## src/design/sap_pkg.sv

```systemverilog
// Types and constants for the sweep-and-prune pair finder.
// No dependencies; every other design file imports this package.
package sap_pkg;

  localparam int CoordBits = 16;
  localparam int IdBits    = 12;
  localparam int KindBits  = 2;

  typedef struct packed {
    logic                        frame_start;
    logic signed [CoordBits-1:0] box_min_x;
    logic signed [CoordBits-1:0] box_min_y;
    logic signed [CoordBits-1:0] box_max_x;
    logic signed [CoordBits-1:0] box_max_y;
    logic [IdBits-1:0]           box_id;
    logic [KindBits-1:0]         box_kind;
  } sap_in_t;

  typedef struct packed {
    logic                pair_valid;
    logic [IdBits-1:0]   new_id;
    logic [IdBits-1:0]   old_id;
    logic [KindBits-1:0] new_kind;
    logic [KindBits-1:0] old_kind;
    logic                run_last;
    logic                list_overflow;
  } sap_out_t;

  // One entry of the active list.
  typedef struct packed {
    logic signed [CoordBits-1:0] max_x;
    logic signed [CoordBits-1:0] min_y;
    logic signed [CoordBits-1:0] max_y;
    logic [IdBits-1:0]           id;
    logic [KindBits-1:0]         kind;
  } sap_slot_t;

endpackage

```

## src/design/sap_cell.sv

```systemverilog
// One cell of the active-list chain: holds one entry, shifts toward the head
// or loads a new entry. Depends on sap_pkg.
module sap_cell (
  input  logic              clk,
  input  logic              shift_en,
  input  sap_pkg::sap_slot_t shift_in,
  input  logic              load_en,
  input  sap_pkg::sap_slot_t load_data,
  output sap_pkg::sap_slot_t slot_q
);
  import sap_pkg::*;

  sap_slot_t slot_r;
  sap_slot_t slot_nxt;

  always_comb begin
    slot_nxt = slot_r;
    if (load_en) begin
      slot_nxt = load_data;
    end else if (shift_en) begin
      slot_nxt = shift_in;
    end
  end

  always_ff @(posedge clk) begin
    slot_r <= slot_nxt;
  end

  assign slot_q = slot_r;

endmodule

```

## src/design/sweep_and_prune_pairs.sv

```systemverilog
// Sweep-and-prune broad phase along x over a chain of list cells.
// Each item is accepted in idle, then every listed box leaves the head cell in
// turn during the scan, the scan's end is seen, and a closing step emits the
// run-last result; output stalls can hold the scan and the close. A frame start
// empties the list first. One item at a time: in_stall is high until it is done.
// Reset (rst_n low, synchronous) empties the active list and the output register.
module sweep_and_prune_pairs #(
  parameter int ACTIVE_SLOTS = 32,
  parameter int ID_BITS      = 12
) (
  input  logic             clk,
  input  logic             rst_n,
  input  logic             in_valid,
  output logic             in_stall,
  input  sap_pkg::sap_in_t in_data,
  output logic             out_valid,
  input  logic             out_stall,
  output sap_pkg::sap_out_t out_data
);
  import sap_pkg::*;

  localparam int LenBits = $clog2(ACTIVE_SLOTS + 1);
  localparam int IdxBits = (ACTIVE_SLOTS > 1) ? $clog2(ACTIVE_SLOTS) : 1;
  localparam int KeepId  = (ID_BITS < IdBits) ? ID_BITS : IdBits;
  localparam logic [IdBits-1:0] IdMask = IdBits'((1 << KeepId) - 1);

  localparam logic [1:0] StIdle  = 2'd0;
  localparam logic [1:0] StScan  = 2'd1;
  localparam logic [1:0] StClose = 2'd2;

  // The list is a queue whose head is cell 0. During a scan each listed box
  // leaves the head while the whole chain shifts one cell toward the head;
  // a box that survives pruning is written back at the tail. After as many
  // steps as the list held, the survivors sit in their original order.
  logic [1:0]         state_r, state_nxt;
  logic [LenBits-1:0] len_r, len_nxt;
  logic [LenBits-1:0] left_r, left_nxt;
  sap_in_t            box_r, box_nxt;
  logic               out_valid_r, out_valid_nxt;
  sap_out_t           out_data_r, out_data_nxt;

  sap_slot_t cell_q   [ACTIVE_SLOTS];
  logic      shift_en;
  logic      load_en;
  logic [IdxBits-1:0] load_idx;
  sap_slot_t load_data;

  sap_slot_t head;
  logic      out_free;
  logic      keep;
  logic      overlap;
  sap_slot_t new_slot;

  assign head     = cell_q[0];
  assign out_free = !out_valid_r || !out_stall;
  // An active box whose right edge equals the new left edge is kept.
  assign keep     = !(head.max_x < box_r.box_min_x);
  // Boxes that only touch in y do not pair.
  assign overlap  = (box_r.box_max_y > head.min_y) && (box_r.box_min_y < head.max_y);

  assign new_slot.max_x = box_r.box_max_x;
  assign new_slot.min_y = box_r.box_min_y;
  assign new_slot.max_y = box_r.box_max_y;
  assign new_slot.id    = box_r.box_id & IdMask;
  assign new_slot.kind  = box_r.box_kind;

  always_comb begin
    state_nxt     = state_r;
    len_nxt       = len_r;
    left_nxt      = left_r;
    box_nxt       = box_r;
    out_valid_nxt = out_valid_r && out_stall;
    out_data_nxt  = out_data_r;
    shift_en      = 1'b0;
    load_en       = 1'b0;
    load_idx      = '0;
    load_data     = head;
    case (state_r)
      StIdle: begin
        if (in_valid) begin
          box_nxt   = in_data;
          state_nxt = StScan;
          if (in_data.frame_start) begin
            len_nxt  = '0;
            left_nxt = '0;
          end else begin
            left_nxt = len_r;
          end
        end
      end
      StScan: begin
        if (left_r == '0) begin
          state_nxt = StClose;
        end else if (out_free || !(keep && overlap)) begin
          // Pop the head box; the chain moves up one cell.
          shift_en = 1'b1;
          left_nxt = left_r - 1'b1;
          if (keep) begin
            load_en  = 1'b1;
            load_idx = IdxBits'(len_r - 1'b1);
            if (overlap) begin
              out_valid_nxt              = 1'b1;
              out_data_nxt.pair_valid    = 1'b1;
              out_data_nxt.new_id        = box_r.box_id & IdMask;
              out_data_nxt.old_id        = head.id;
              out_data_nxt.new_kind      = box_r.box_kind;
              out_data_nxt.old_kind      = head.kind;
              out_data_nxt.run_last      = 1'b0;
              out_data_nxt.list_overflow = 1'b0;
            end
          end else begin
            len_nxt = len_r - 1'b1;
          end
        end
      end
      StClose: begin
        if (out_free) begin
          out_valid_nxt              = 1'b1;
          out_data_nxt.pair_valid    = 1'b0;
          out_data_nxt.new_id        = box_r.box_id & IdMask;
          out_data_nxt.old_id        = '0;
          out_data_nxt.new_kind      = box_r.box_kind;
          out_data_nxt.old_kind      = '0;
          out_data_nxt.run_last      = 1'b1;
          out_data_nxt.list_overflow = (len_r == LenBits'(ACTIVE_SLOTS));
          if (len_r != LenBits'(ACTIVE_SLOTS)) begin
            load_en   = 1'b1;
            load_idx  = IdxBits'(len_r);
            load_data = new_slot;
            len_nxt   = len_r + 1'b1;
          end
          state_nxt = StIdle;
        end
      end
      default: begin
        state_nxt = StIdle;
      end
    endcase
  end

  for (genvar i = 0; i < ACTIVE_SLOTS; i++) begin : g_cell
    sap_slot_t nb;
    if (i == ACTIVE_SLOTS - 1) begin : g_tail
      assign nb = cell_q[i];
    end else begin : g_mid
      assign nb = cell_q[i+1];
    end
    sap_cell u_cell (
      .clk      (clk),
      .shift_en (shift_en),
      .shift_in (nb),
      .load_en  (load_en && (load_idx == IdxBits'(i))),
      .load_data(load_data),
      .slot_q   (cell_q[i])
    );
  end

  always_ff @(posedge clk) begin
    if (!rst_n) begin
      state_r     <= StIdle;
      len_r       <= '0;
      left_r      <= '0;
      out_valid_r <= 1'b0;
    end else begin
      state_r     <= state_nxt;
      len_r       <= len_nxt;
      left_r      <= left_nxt;
      out_valid_r <= out_valid_nxt;
    end
  end

  always_ff @(posedge clk) begin
    box_r      <= box_nxt;
    out_data_r <= out_data_nxt;
  end

  assign in_stall  = (state_r != StIdle);
  assign out_valid = out_valid_r;
  assign out_data  = out_data_r;

endmodule

```

## config.mk

```make
export PLATFORM = sky130hd
export DESIGN_NAME = sweep_and_prune_pairs
export DESIGN_NICKNAME = d
export VERILOG_FILES = /design/src/design/sap_pkg.sv /design/src/design/sap_cell.sv /design/src/design/sweep_and_prune_pairs.sv
export SDC_FILE = /design/constraint.sdc
export NUM_CORES = 2
export LEC_CHECK = 0
export ABC_AREA = 1
export BUFFER_PORTS_ARGS = -buffer_cell sky130_fd_sc_hd__clkbuf_2
export CORE_AREA = 5 5 685 483
export DETAILED_ROUTE_END_ITERATION = 12
export DIE_AREA = 0 0 690 488
export PLACE_DENSITY = 0.44
export SETUP_SLACK_MARGIN = 0.1
export SLEW_MARGIN = 20
export SYNTH_ARGS = -nofsm -noshare
export SYNTH_HDL_FRONTEND = slang
export SYNTH_SLANG_ARGS = --single-unit
```

## constraint.sdc

```tcl
create_clock -name clk -period 9.3 [get_ports clk]
set_input_delay 0.93 -clock clk [delete_from_list [all_inputs] [get_ports clk]]
set_output_delay 0.93 -clock clk [all_outputs]
set_load 0.01 [all_outputs]
```

==> results by group <==
Power
  – Pwr Total: 31.64 mW
  – Leak: 41.92 nW
  – Power per cell area: 294.4 mW/mm²
  – Maximum vdd drop: between 0.15 and 0.2 mV

Cells and area
  – Fillcell total: around 33000
  – Final Core Density: between 30 and 40%
  – Finished Layout Cells: 13530
  – Fraction of layout cells with a size suffix above 1: 7.971%
  – Commonest non-fill, non-tap cell in the layout: nand2_1
  – Most frequent cells in the layout: 4013 x nand2_1, 2093 x edfxtp_1, 1369 x nand4_1
  – Final instance area: 0.1075 mm²
  – Final #Nets: 9168
  – P&R area growth vs syn: 11.23%

Worst hold path
  – Tightest Hold Check Type: primary input to register

Logic synthesis
  – Synthesized instance count: 9493
  – Syn avg cell area: 10.18 µm²
  – Post-synth ARST share: 0%
  – Post-Syn Area: approximately 0.097 mm²
  – Sequential share of the synthesized area: about two thirds
  – Synth Register Bits: around 2100
  – Synth warn: 0
  – Synth unique cells: 42
  – Top cells by area, synth: edfxtp_1 65%, nand2_1 16%, nand4_1 8.9%
  – Number of synthesized flops with an enable pin: 2093
  – Net Count, Synth: 9630
  – Area leader, netlist: edfxtp_1
  – Synth Flop Type: edfxtp_1
  – Top-area cell type share of the netlist area: 65.05%

Detailed routing
  – Final wirelength: between 300000 and 400000 µm
  – Vias per cell: 5.269
  – WL per Instance: between 20 and 25 µm
  – First DRT Iteration DRCs: 7254
  – DRC viols: 0
  – Via count: 71310
  – DR pass1 iterations: 5
  – Routed Antenna Nets: 0

Clock tree
  – Total clock sinks: 2108
  – Clk buf depth: 4
  – Root buffer cell: clkbuf_16
  – Hold Buf Count CTS: 0
  – CTS buffer count: 217
  – CTS resizes: 0
  – CTS HTree Levels: 4
  – Skew-Pair Late Insertion Delay: between 0.8 and 0.9 ns
  – Post-CTS Setup Bufs: 0
  – Clock slew at reported path FFs: 0.06 ns
  – CTS tree: done

Place
  – HPWL after DPL: roughly 180000 µm
  – Port buffer count: 115
  – Global placer's final weighted congestion: 0.8037
  – Placed inst area: 0.1009 mm²
  – Worst slack at placement: 2.622 ns
  – Placed insts: ~13000

STA
  – Hold Slack: 0.2300 ns
  – Final TNS setup: 0 ns
  – Minimum clock period: between 6 and 7 ns
  – RSZ-0062 raised after global routing: no
  – Hold Fails Final Rpt: 0
  – Max Clock Freq: 0.1490 GHz
  – Fin. max-slew vios: 0
  – Setup-failing EPs final: 0
  – Period Utilization, post-route: 72.15%
  – Final worst slack: 2.590 ns
  – Actual slew at the worst max-slew pin: 1.290 ns
  – Slew headroom: 13.98%
  – Layout Skew: 0.06569 ns

Die
  – Die height: 488 µm
  – Initial Utilization: between 20 and 30%
  – Core Area: 0.3236 mm²
  – Die W: slightly below 700 µm
  – Area of the die: 0.3367 mm²
  – # rows: 175
  – I/O Pins: 116

Global routing
  – First-pass GRT wire length: ~470000 µm
  – Met1 Resource Use GR: 28.17%
  – Largest net degree at the start of global routing: 198
  – Most Crowded Layer GR: met1
  – Met2 usage: a little over a quarter
  – Vias in the first global route: 68660
  – GRT Total Usage: 18.15%
  – M3 GR Usage: 3.346%
  – Antenna violations before repair: 5
  – Total grt overflow: 0

Worst setup path
  – Cell mode on critical path: nand2_1
  – Critical path required time: 9.79 ns
  – Setup Crit Path Kind: register to register
  – Startpoint Class: register
  – Worst Path Arrival: 7.20 ns
  – CP endpoint kind: register
  – Crit-path max FO: 130
  – CP peak stage delay: 1.06 ns
  – Crit-path cells: inv_1 -> ha_1 -> nand2_1 -> nand2_1 -> nand2_1 -> nand2_1 -> nand2_1 -> nand2_1 -> nand2_1 -> nand2_1 -> nand2_1 -> nand3_1 -> nor2_2 -> nand3_4 -> nand3b_1 -> nand2_1 -> nand2_8 -> buf_12 -> nand3_4 -> nand2_4
  – Critical-path top delay cell: nand2_4

Flow run
  – MaxCap Viol Count: 0

Run status
  – Status: complete, no violations
[flip-flops by register name (all words and copies together) (netlist names)]
name	flops
state_r	2
out_data	31
left_r	6
g_cell.u_cell.slot_q	1984
len_r	6
out_valid	1
box_r	78
[layer usage]
metal / vias to the layer above / share of wire, %
li1: 32520 / -
met1: 35920 / 49
met2: 2474 / 42
met3: 387 / 7.3
met4: 2 / 2.0
met5: - / 0.0022
[cell families after synthesis]
family,count (synthesis),synth area share (%)
compound gates,132,0.7200
xor+xnor,4,0.03626
fa+ha+maj,54,0.6992
buf+inv,1080,4.776
flops,2108,65.36
simple gates,6115,28.41
[final timing paths]
| path | start | to | slack (ns) | cells past startpoint |
|---|---|---|---|---|
| hold reg to reg | box_r[10]$_DFFE_PP_ | out_data[26]$_DFFE_PP_ | 0.46 | 0 |
| setup / recovery | g_cell[0].u_cell.slot_q[31]$_DFFE_PP_ | g_cell[9].u_cell.slot_q[25]$_DFFE_PP_ | 2.59 | 20 |
| hold / removal | in_data[30] | box_r[30]$_DFFE_PP_ | 0.23 | 1 |
| setup reg to reg | g_cell[0].u_cell.slot_q[31]$_DFFE_PP_ | g_cell[9].u_cell.slot_q[25]$_DFFE_PP_ | 2.59 | 20 |
[layout make-up]
type	instances	area (µm²)	share of cell area (%)
inverters	110	452.9	0.4214
flip-flops and latches	2108	63150	58.76
multi-input cells	6305	29880	27.80
diodes	2	5.005	0.004657
well taps	4336	5425	5.048
clock buffers	276	5715	5.318
repair buffers	289	2027	1.886
clock inverters	108	817.0	0.7602
[synth_stat cells, types with 2 or more instances]
| cell | count |
|---|---|
| dfxtp_1 | 15 |
| nand4_1 | 1369 |
| xor2_1 | 3 |
| o21ai_0 | 24 |
| ha_1 | 54 |
| nand3_1 | 585 |
| o21a_1 | 2 |
| nand2_4 | 5 |
| nor2_1 | 42 |
| inv_2 | 8 |
| nor2_8 | 3 |
| nand2_2 | 10 |
| edfxtp_1 | 2093 |
| o211ai_1 | 3 |
| a31oi_1 | 3 |
| o21ai_1 | 49 |
| clkbuf_1 | 534 |
| buf_4 | 18 |
| nand2_1 | 4059 |
| nand3_2 | 23 |
| buf_2 | 368 |
| buf_1 | 46 |
| a21oi_1 | 44 |
| inv_1 | 100 |
| nor2_4 | 6 |
| nor4_1 | 2 |
| nor2_2 | 3 |
| buf_6 | 4 |
| nor3_1 | 5 |
[where the power goes]
group	internal (mW)	leakage, nW	total, mW	switching, mW
clock	4.63	3.20	8.50	3.87
sequential	13.7	19.3	14.3	0.629
combinational	1.44	19.4	8.84	7.40
[critical path: cells and delay by family (launching register included)]
family        cells  cell delay [ns]
flops             1             0.37
buf+inv           2             0.70
simple gates     17             4.71
fa+ha+maj         1             0.26
Power figures use the tool's default switching activity.
